===== config.mk =====
export PLATFORM = sky130hd
export DESIGN_NAME = ryuv_ctrl
export DESIGN_NICKNAME = d
export VERILOG_FILES = /design/src/rtl/core/ryuv_pkg.sv /design/src/rtl/core/ryuv_ctrl.sv
export SDC_FILE = /design/constraint.sdc
export NUM_CORES = 1
export LEC_CHECK = 0
export BUFFER_PORTS_ARGS = -buffer_cell sky130_fd_sc_hd__buf_2
export CAP_MARGIN = 15
export CELL_PAD_IN_SITES_DETAIL_PLACEMENT = 1
export CELL_PAD_IN_SITES_GLOBAL_PLACEMENT = 2
export CORE_MARGIN = 2
export CORE_UTILIZATION = 30
export DETAILED_ROUTE_END_ITERATION = 10
export GPL_TIMING_DRIVEN = 0
export PLACE_DENSITY = 0.83
export SLEW_MARGIN = 10
export SYNTH_ARGS = -nofsm -noshare
export SYNTH_HDL_FRONTEND = slang
export SYNTH_SLANG_ARGS = --single-unit

===== constraint.sdc =====
create_clock -name clk -period 1.8 [get_ports clk]
set_input_delay 0.09 -clock clk [delete_from_list [all_inputs] [get_ports clk]]
set_output_delay 0.09 -clock clk [all_outputs]
set_load 0.01 [all_outputs]

===== src/rtl/core/ryuv_pkg.sv =====
// ----------------------------------------------------------------------------
// ryuv_pkg: shared types, constants and tables
// Holds the command/status structs, register indexes, coefficient table and
// the gamma tables built at elaboration time.
// ----------------------------------------------------------------------------
package ryuv_pkg;

    localparam int CMP_W   = 17;   // width of size compares, covers every legal max
    localparam int PIX_W   = 24;
    localparam int ACC_W   = 30;
    localparam int SUM_W   = 11;   // component sum at 4x scale, 0..1020
    localparam int LIN_W   = 12;
    localparam int GAM_W   = 9;
    localparam int IDX_W   = 4;
    localparam int CFGI_W  = 2;
    localparam int CFGD_W  = 15;

    localparam logic [CFGI_W-1:0] REG_IMAGE_WIDTH  = 2'd0;
    localparam logic [CFGI_W-1:0] REG_IMAGE_HEIGHT = 2'd1;
    localparam logic [CFGI_W-1:0] REG_PLAIN_MODE   = 2'd2;

    // Multiply step indexes: luma, then U, then V, three terms each
    localparam logic [IDX_W-1:0] STEP_LUMA_LAST = 4'd2;
    localparam logic [IDX_W-1:0] STEP_U_FIRST   = 4'd3;
    localparam logic [IDX_W-1:0] STEP_V_FIRST   = 4'd6;
    localparam logic [IDX_W-1:0] STEP_LAST      = 4'd8;
    localparam logic [1:0]       COMP_LAST      = 2'd2;

    typedef struct packed {
        logic             accept;
        logic             mul_en;
        logic [IDX_W-1:0] mul_idx;
        logic             rd_prev;
        logic             tr_load;
        logic             tl_load;
        logic             lin_en;
        logic             interp_en;
        logic [1:0]       comp;
        logic             cap_luma;
        logic             cap_u;
        logic             load_out;
    } ryuv_cmd_t;

    typedef struct packed {
        logic chroma;
        logic out_free;
    } ryuv_stat_t;

    function automatic logic signed [17:0] coef_of(input logic [IDX_W-1:0] idx);
        logic signed [17:0] c;
        case (idx)
            4'd0:    c = 18'sd16839;
            4'd1:    c = 18'sd33059;
            4'd2:    c = 18'sd6420;
            4'd3:    c = -18'sd9719;
            4'd4:    c = -18'sd19081;
            4'd5:    c = 18'sd28800;
            4'd6:    c = 18'sd28800;
            4'd7:    c = -18'sd24116;
            4'd8:    c = -18'sd4684;
            default: c = 18'sd0;
        endcase
        return c;
    endfunction

    function automatic logic [127:0] pow_of(input logic [127:0] b, input int n);
        logic [127:0] r;
        r = 128'd1;
        for (int i = 0; i < n; i++) r = r * b;
        return r;
    endfunction

    // round(4095*(v/255)^0.8) by exact compare of integer powers
    function automatic logic [LIN_W*256-1:0] build_lin();
        logic [LIN_W*256-1:0] t;
        logic [127:0] rhs, lhs;
        int lo, hi, mid;
        t = '0;
        for (int v = 0; v < 256; v++)
        begin
            rhs = pow_of(128'd8190, 5) * pow_of(128'(v), 4);
            lo = 0;
            hi = 4095;
            for (int s = 0; s < 13; s++)
            begin
                if (lo < hi)
                begin
                    mid = (lo + hi + 1) / 2;
                    lhs = pow_of(128'(2 * mid - 1), 5) * pow_of(128'd255, 4);
                    if (lhs <= rhs) lo = mid;
                    else hi = mid - 1;
                end
            end
            t[v*LIN_W +: LIN_W] = LIN_W'(lo);
        end
        return t;
    endfunction

    // round(255*(128*i/4095)^1.25)
    function automatic logic [GAM_W*33-1:0] build_gam();
        logic [GAM_W*33-1:0] t;
        logic [127:0] rhs, lhs;
        int lo, hi, mid;
        t = '0;
        for (int v = 0; v <= 32; v++)
        begin
            rhs = 128'd16 * pow_of(128'd255, 4) * pow_of(128'(128 * v), 5);
            lo = 0;
            hi = 511;
            for (int s = 0; s < 10; s++)
            begin
                if (lo < hi)
                begin
                    mid = (lo + hi + 1) / 2;
                    lhs = pow_of(128'(2 * mid - 1), 4) * pow_of(128'd4095, 5);
                    if (lhs <= rhs) lo = mid;
                    else hi = mid - 1;
                end
            end
            t[v*GAM_W +: GAM_W] = GAM_W'(lo);
        end
        return t;
    endfunction

    localparam logic [LIN_W*256-1:0] LIN_ROM = build_lin();
    localparam logic [GAM_W*33-1:0]  GAM_ROM = build_gam();

    function automatic logic [LIN_W-1:0] lin_of(input logic [7:0] v);
        return LIN_ROM[v*LIN_W +: LIN_W];
    endfunction

    function automatic logic [GAM_W-1:0] gam_of(input logic [5:0] i);
        return GAM_ROM[i*GAM_W +: GAM_W];
    endfunction

endpackage


===== src/rtl/core/ryuv_ctrl.sv =====
// ----------------------------------------------------------------------------
// ryuv_ctrl: conversion sequencer
// Steps one pixel through multiply, line-store read, averaging and output.
// ----------------------------------------------------------------------------
module ryuv_ctrl
    import ryuv_pkg::*;
(
    input  logic       clk,
    input  logic       rst_n,
    input  logic       s_tvalid,
    output logic       s_tready,
    input  ryuv_stat_t stat,
    output ryuv_cmd_t  cmd
);

    typedef enum logic [6:0] {
        ST_IDLE   = 7'b0000001,
        ST_MUL    = 7'b0000010,
        ST_RD1    = 7'b0000100,
        ST_RD2    = 7'b0001000,
        ST_LIN    = 7'b0010000,
        ST_INTERP = 7'b0100000,
        ST_FIN    = 7'b1000000
    } state_t;

    state_t           state_reg, state_next;
    logic [IDX_W-1:0] idx_reg, idx_next;
    logic [1:0]       comp_reg, comp_next;

    always_ff @(posedge clk or negedge rst_n)
    begin
        if (!rst_n)
        begin
            state_reg <= ST_IDLE;
            idx_reg   <= '0;
            comp_reg  <= '0;
        end
        else
        begin
            state_reg <= state_next;
            idx_reg   <= idx_next;
            comp_reg  <= comp_next;
        end
    end

    assign s_tready = (state_reg == ST_IDLE);

    always_comb
    begin
        state_next    = state_reg;
        idx_next      = idx_reg;
        comp_next     = comp_reg;
        cmd           = '0;
        cmd.mul_idx   = idx_reg;
        cmd.comp      = comp_reg;
        case (state_reg)
            ST_IDLE:
            begin
                if (s_tvalid)
                begin
                    cmd.accept = 1'b1;
                    idx_next   = '0;
                    state_next = ST_MUL;
                end
            end
            ST_MUL:
            begin
                cmd.mul_en   = 1'b1;
                cmd.cap_luma = (idx_reg == STEP_U_FIRST);
                cmd.cap_u    = (idx_reg == STEP_V_FIRST);
                idx_next     = idx_reg + 1'b1;
                if (idx_reg == STEP_LUMA_LAST)
                    state_next = stat.chroma ? ST_RD1 : ST_FIN;
                else if (idx_reg == STEP_LAST)
                    state_next = ST_FIN;
            end
            ST_RD1:
            begin
                cmd.tr_load = 1'b1;
                cmd.rd_prev = 1'b1;
                state_next  = ST_RD2;
            end
            ST_RD2:
            begin
                cmd.tl_load = 1'b1;
                comp_next   = '0;
                state_next  = ST_LIN;
            end
            ST_LIN:
            begin
                cmd.lin_en = 1'b1;
                state_next = ST_INTERP;
            end
            ST_INTERP:
            begin
                cmd.interp_en = 1'b1;
                comp_next     = comp_reg + 1'b1;
                state_next    = (comp_reg == COMP_LAST) ? ST_MUL : ST_LIN;
            end
            ST_FIN:
            begin
                if (stat.out_free)
                begin
                    cmd.load_out = 1'b1;
                    state_next   = ST_IDLE;
                end
            end
            default:
                state_next = ST_IDLE;
        endcase
    end

endmodule


==> run_results.csv <==
group,metric,value,unit
worst_setup_path,r2r_slack,160,ps
logic_synthesis,yosysTopAreaCellShare,0.350,
timing,hold_viol_final,0,
route,avgRoutedWirePerCell,14.7,um
clocking,htreeDepth,1,
power,p_leak,0.545,nW
worst_setup_path,cp_slowest_cell,"dfrtp_1",
worst_setup_path,cp_top_family,"simple AND/OR/NAND/NOR gates",
timing,slew_viol_final,0,
worst_setup_path,r2r-end,"idx_reg[0]",
floorplan,rows,19,
min_path,min_path_cells,3,
floorplan,coreArea,0.00273,mm2
timing,max_freq,0.574,GHz
placed_design,place_area,0.00100,mm2
floorplan,dieArea,0.00330,mm2
min_path,min_to,"state_reg[2]",
placed_design,place.gp.congestion,0.735,
worst_setup_path,crit_arrival,1650,ps
timing,rsz0062_at_grt,"true",
worst_setup_path,reg2reg_from,"state_reg[3]",
worst_setup_path,crit_path_frequent_cell,"buf_6",
power,power.density,1050,mW/mm2
floorplan,start_util,0.314,
timing,final.period_utilization,0.967,
logic_synthesis,syn_avg_cell_area,9.22,um2
placed_design,numPortBuffers,21,
clocking,clkTransAtPathRegs,90,ps
route,drc_errors,0,
grt,met2_usage,0.240,
grt,grt_use_met1,0.187,
clocking,clock-sinks,13,
grt,met3_usage,0.0408,
timing,worst_pin_slew,340,ps
logic_synthesis,synth_area,857,um2
clocking,cts_made_buffers,3,
route,drt_wl_total,2.24,mm
grt,grt_max_degree,14,
clocking,insertion_delay,290,ps
min_path,holdCritStartpoint,"stat[1]",
timing,skew,7.63,ps
route,antenna_left,0,
grt,grt_pass1_wl,3.68,mm
worst_setup_path,cp-start-kind,"flip-flop",
logic_synthesis,synth-async-reset-ratio,1.00,
grt,overflow,0,
timing,slew_headroom,0.770,
cells_and_area,final_core_util,0.423,
logic_synthesis,synth_nets,102,
route,drt_iter0_drc,8,
cells_and_area,final_common_cell,"buf_2",
floorplan,die_h,57.5,um
worst_setup_path,crit_path_end_kind,"primary output",
floorplan,die_w,57.5,um
clocking,clk_path_buf_depth,2,
clocking,root_buffer,"clkbuf_4",
logic_synthesis,synth_edf_count,0,
clocking,cts_tree,"built",
power,ir_drop,0.660,mV
cells_and_area,final_area,0.00116,mm2
logic_synthesis,yosys_most_used_dff,"dfrtp_1",
logic_synthesis,synth-warning-count,0,
logic_synthesis,syn_inst,93,
worst_setup_path,critical-path-max-stage-delay,380,ps
cells_and_area,fillCellCount,316,
logic_synthesis,netlist-cell-type-count,37,
logic_synthesis,ys_seq_area_frac,0.381,
grt,antenna_found_initial,0,
worst_setup_path,worstPathRequired,1710,ps
logic_synthesis,synthTopCellsByArea,"dfrtp_1 (35%), ha_1 (5.8%), nand2_1 (5.3%)",
route,dr.pass1.iters,4,
logic_synthesis,ys_ff_latch,13,
worst_setup_path,worst-setup-path-type,"flip-flop to primary output",
cells_and_area,layout-drive-gt1-share,0.426,
worst_setup_path,crit_buf_inv,3,
worst_setup_path,worst-r2r-cell-count,7,
grt,grt_busiest_layer,"met2",
cells_and_area,syn_to_final_growth,34.9,%
logic_synthesis,yosysTopAreaCell,"dfrtp_1",
timing,setup_viol,0,
cells_and_area,largest_reg_flops,7,
min_path,hold_class,"input port to flip-flop",
timing,fin_crit,1740,ps
route,routed_via_density,5.27,
worst_setup_path,cp_max_fo,10,
route,vias,807,
placed_design,hpwl,1.62,mm
status,status,"complete, no violations",
flow_run,cap_violations,0,
floorplan,io_pins,22,
worst_setup_path,cp_cell_sequence,"buf_6, nor2_4, nand2_4, nor4b_4, buf_4, buf_6",
cells_and_area,antenna_cells,0,
cells_and_area,nets,132,
grt,grt_usage,0.146,
cells_and_area,layout_common_cells,"buf_2 (20), nand2_1 (11), dfrtp_1 (9)",
grt,grt_pass1_vias,794,
==> layer usage <==
metal	up-vias	share of wire
met5	-	0
met2	17	0.51
met4	0	0.0094
met1	399	0.44
met3	4	0.039
li1	387	-
==> where the power goes <==
group | switching [mW] | total (mW) | leakage (nW) | internal (mW)
combinational | 0.355 | 0.638 | 0.357 | 0.283
sequential | 0.0415 | 0.384 | 0.170 | 0.343
clock | 0.115 | 0.197 | 0.0177 | 0.0827
==> layout make-up <==
| class | count | area (um2) | share of cell area |
|---|---|---|---|
| buffer | 4 | 37.5 | 0.0325 |
| clock buffer | 3 | 22.5 | 0.0195 |
| clock inverter | 1 | 5.00 | 0.00433 |
| inverter | 7 | 26.3 | 0.0227 |
| multi-input combinational | 68 | 544 | 0.471 |
| sequential | 13 | 330 | 0.286 |
| tap | 31 | 38.8 | 0.0335 |
| timing repair buffer | 26 | 151 | 0.131 |
==> tightest hold or removal path, cell delays in order <==
cell,delay (ps)
buf_2,110
inv_1,50
nor4_1,40
==> kinds of logic (layout without fill, tap and decap cells) <==
family | Yosys count | in the layout | synth area share
DFF | 13 | 13 | 0.381
muxes | 3 | 3 | 0.0350
adders and majority gates | 4 | 4 | 0.0584
AOI/OAI and AO/OA | 16 | 16 | 0.155
buffers and inverters | 12 | 41 | 0.0701
and+or+nand+nor | 45 | 45 | 0.301
==> Yosys cell counts, drive strengths merged (2+ instances only) <==
cell / instances
nand2b: 4
nor4: 2
ha: 4
nand4: 2
inv: 7
o21ai: 6
nor3: 4
nor4b: 5
dfrtp: 12
buf: 3
nand2: 12
nor2: 8
nand3: 3
mux2i: 3
clkbuf: 2
==> worst max-delay path by stage <==
stage | from | to | slack [ps] | cells after the start
after CTS | state_reg[3] | cmd[9] | -40 | 6
after floorplan | state_reg[5] | cmd[9] | 40 | 5
after detailed placement | state_reg[5] | cmd[9] | 10 | 6
after global placement | state_reg[5] | cmd[9] | 60 | 6
final | state_reg[3] | cmd[9] | 60 | 6
after global routing | state_reg[3] | cmd[9] | -30 | 6
==> through the flow <==
step           setup WS, ps  total power, mW  setup TNS, ps  hold slack, ps  instances
4_1_cts               -42.2             1.16          -68.3            19.8        151
5_1_grt               -25.4             1.32          -25.4            44.6        153
3_3_place_gp           55.4            0.901              0           -2.36        145
6_report               58.7             1.22              0            32.3        153
2_1_floorplan          42.8            0.773              0            -206         93
3_5_place_dp           14.5            0.921              0            2.07        145
==> timing repair <==
item / in CTS / in global routing
pin swaps: 1 / 7
resized for setup: 6 / 18
buffers inserted: 2 / 2
hold buffers: 1 / 0
hold endpoints to repair: 13 / 0
setup endpoints to repair: 7 / 10
(Power assumes the default switching activity.)
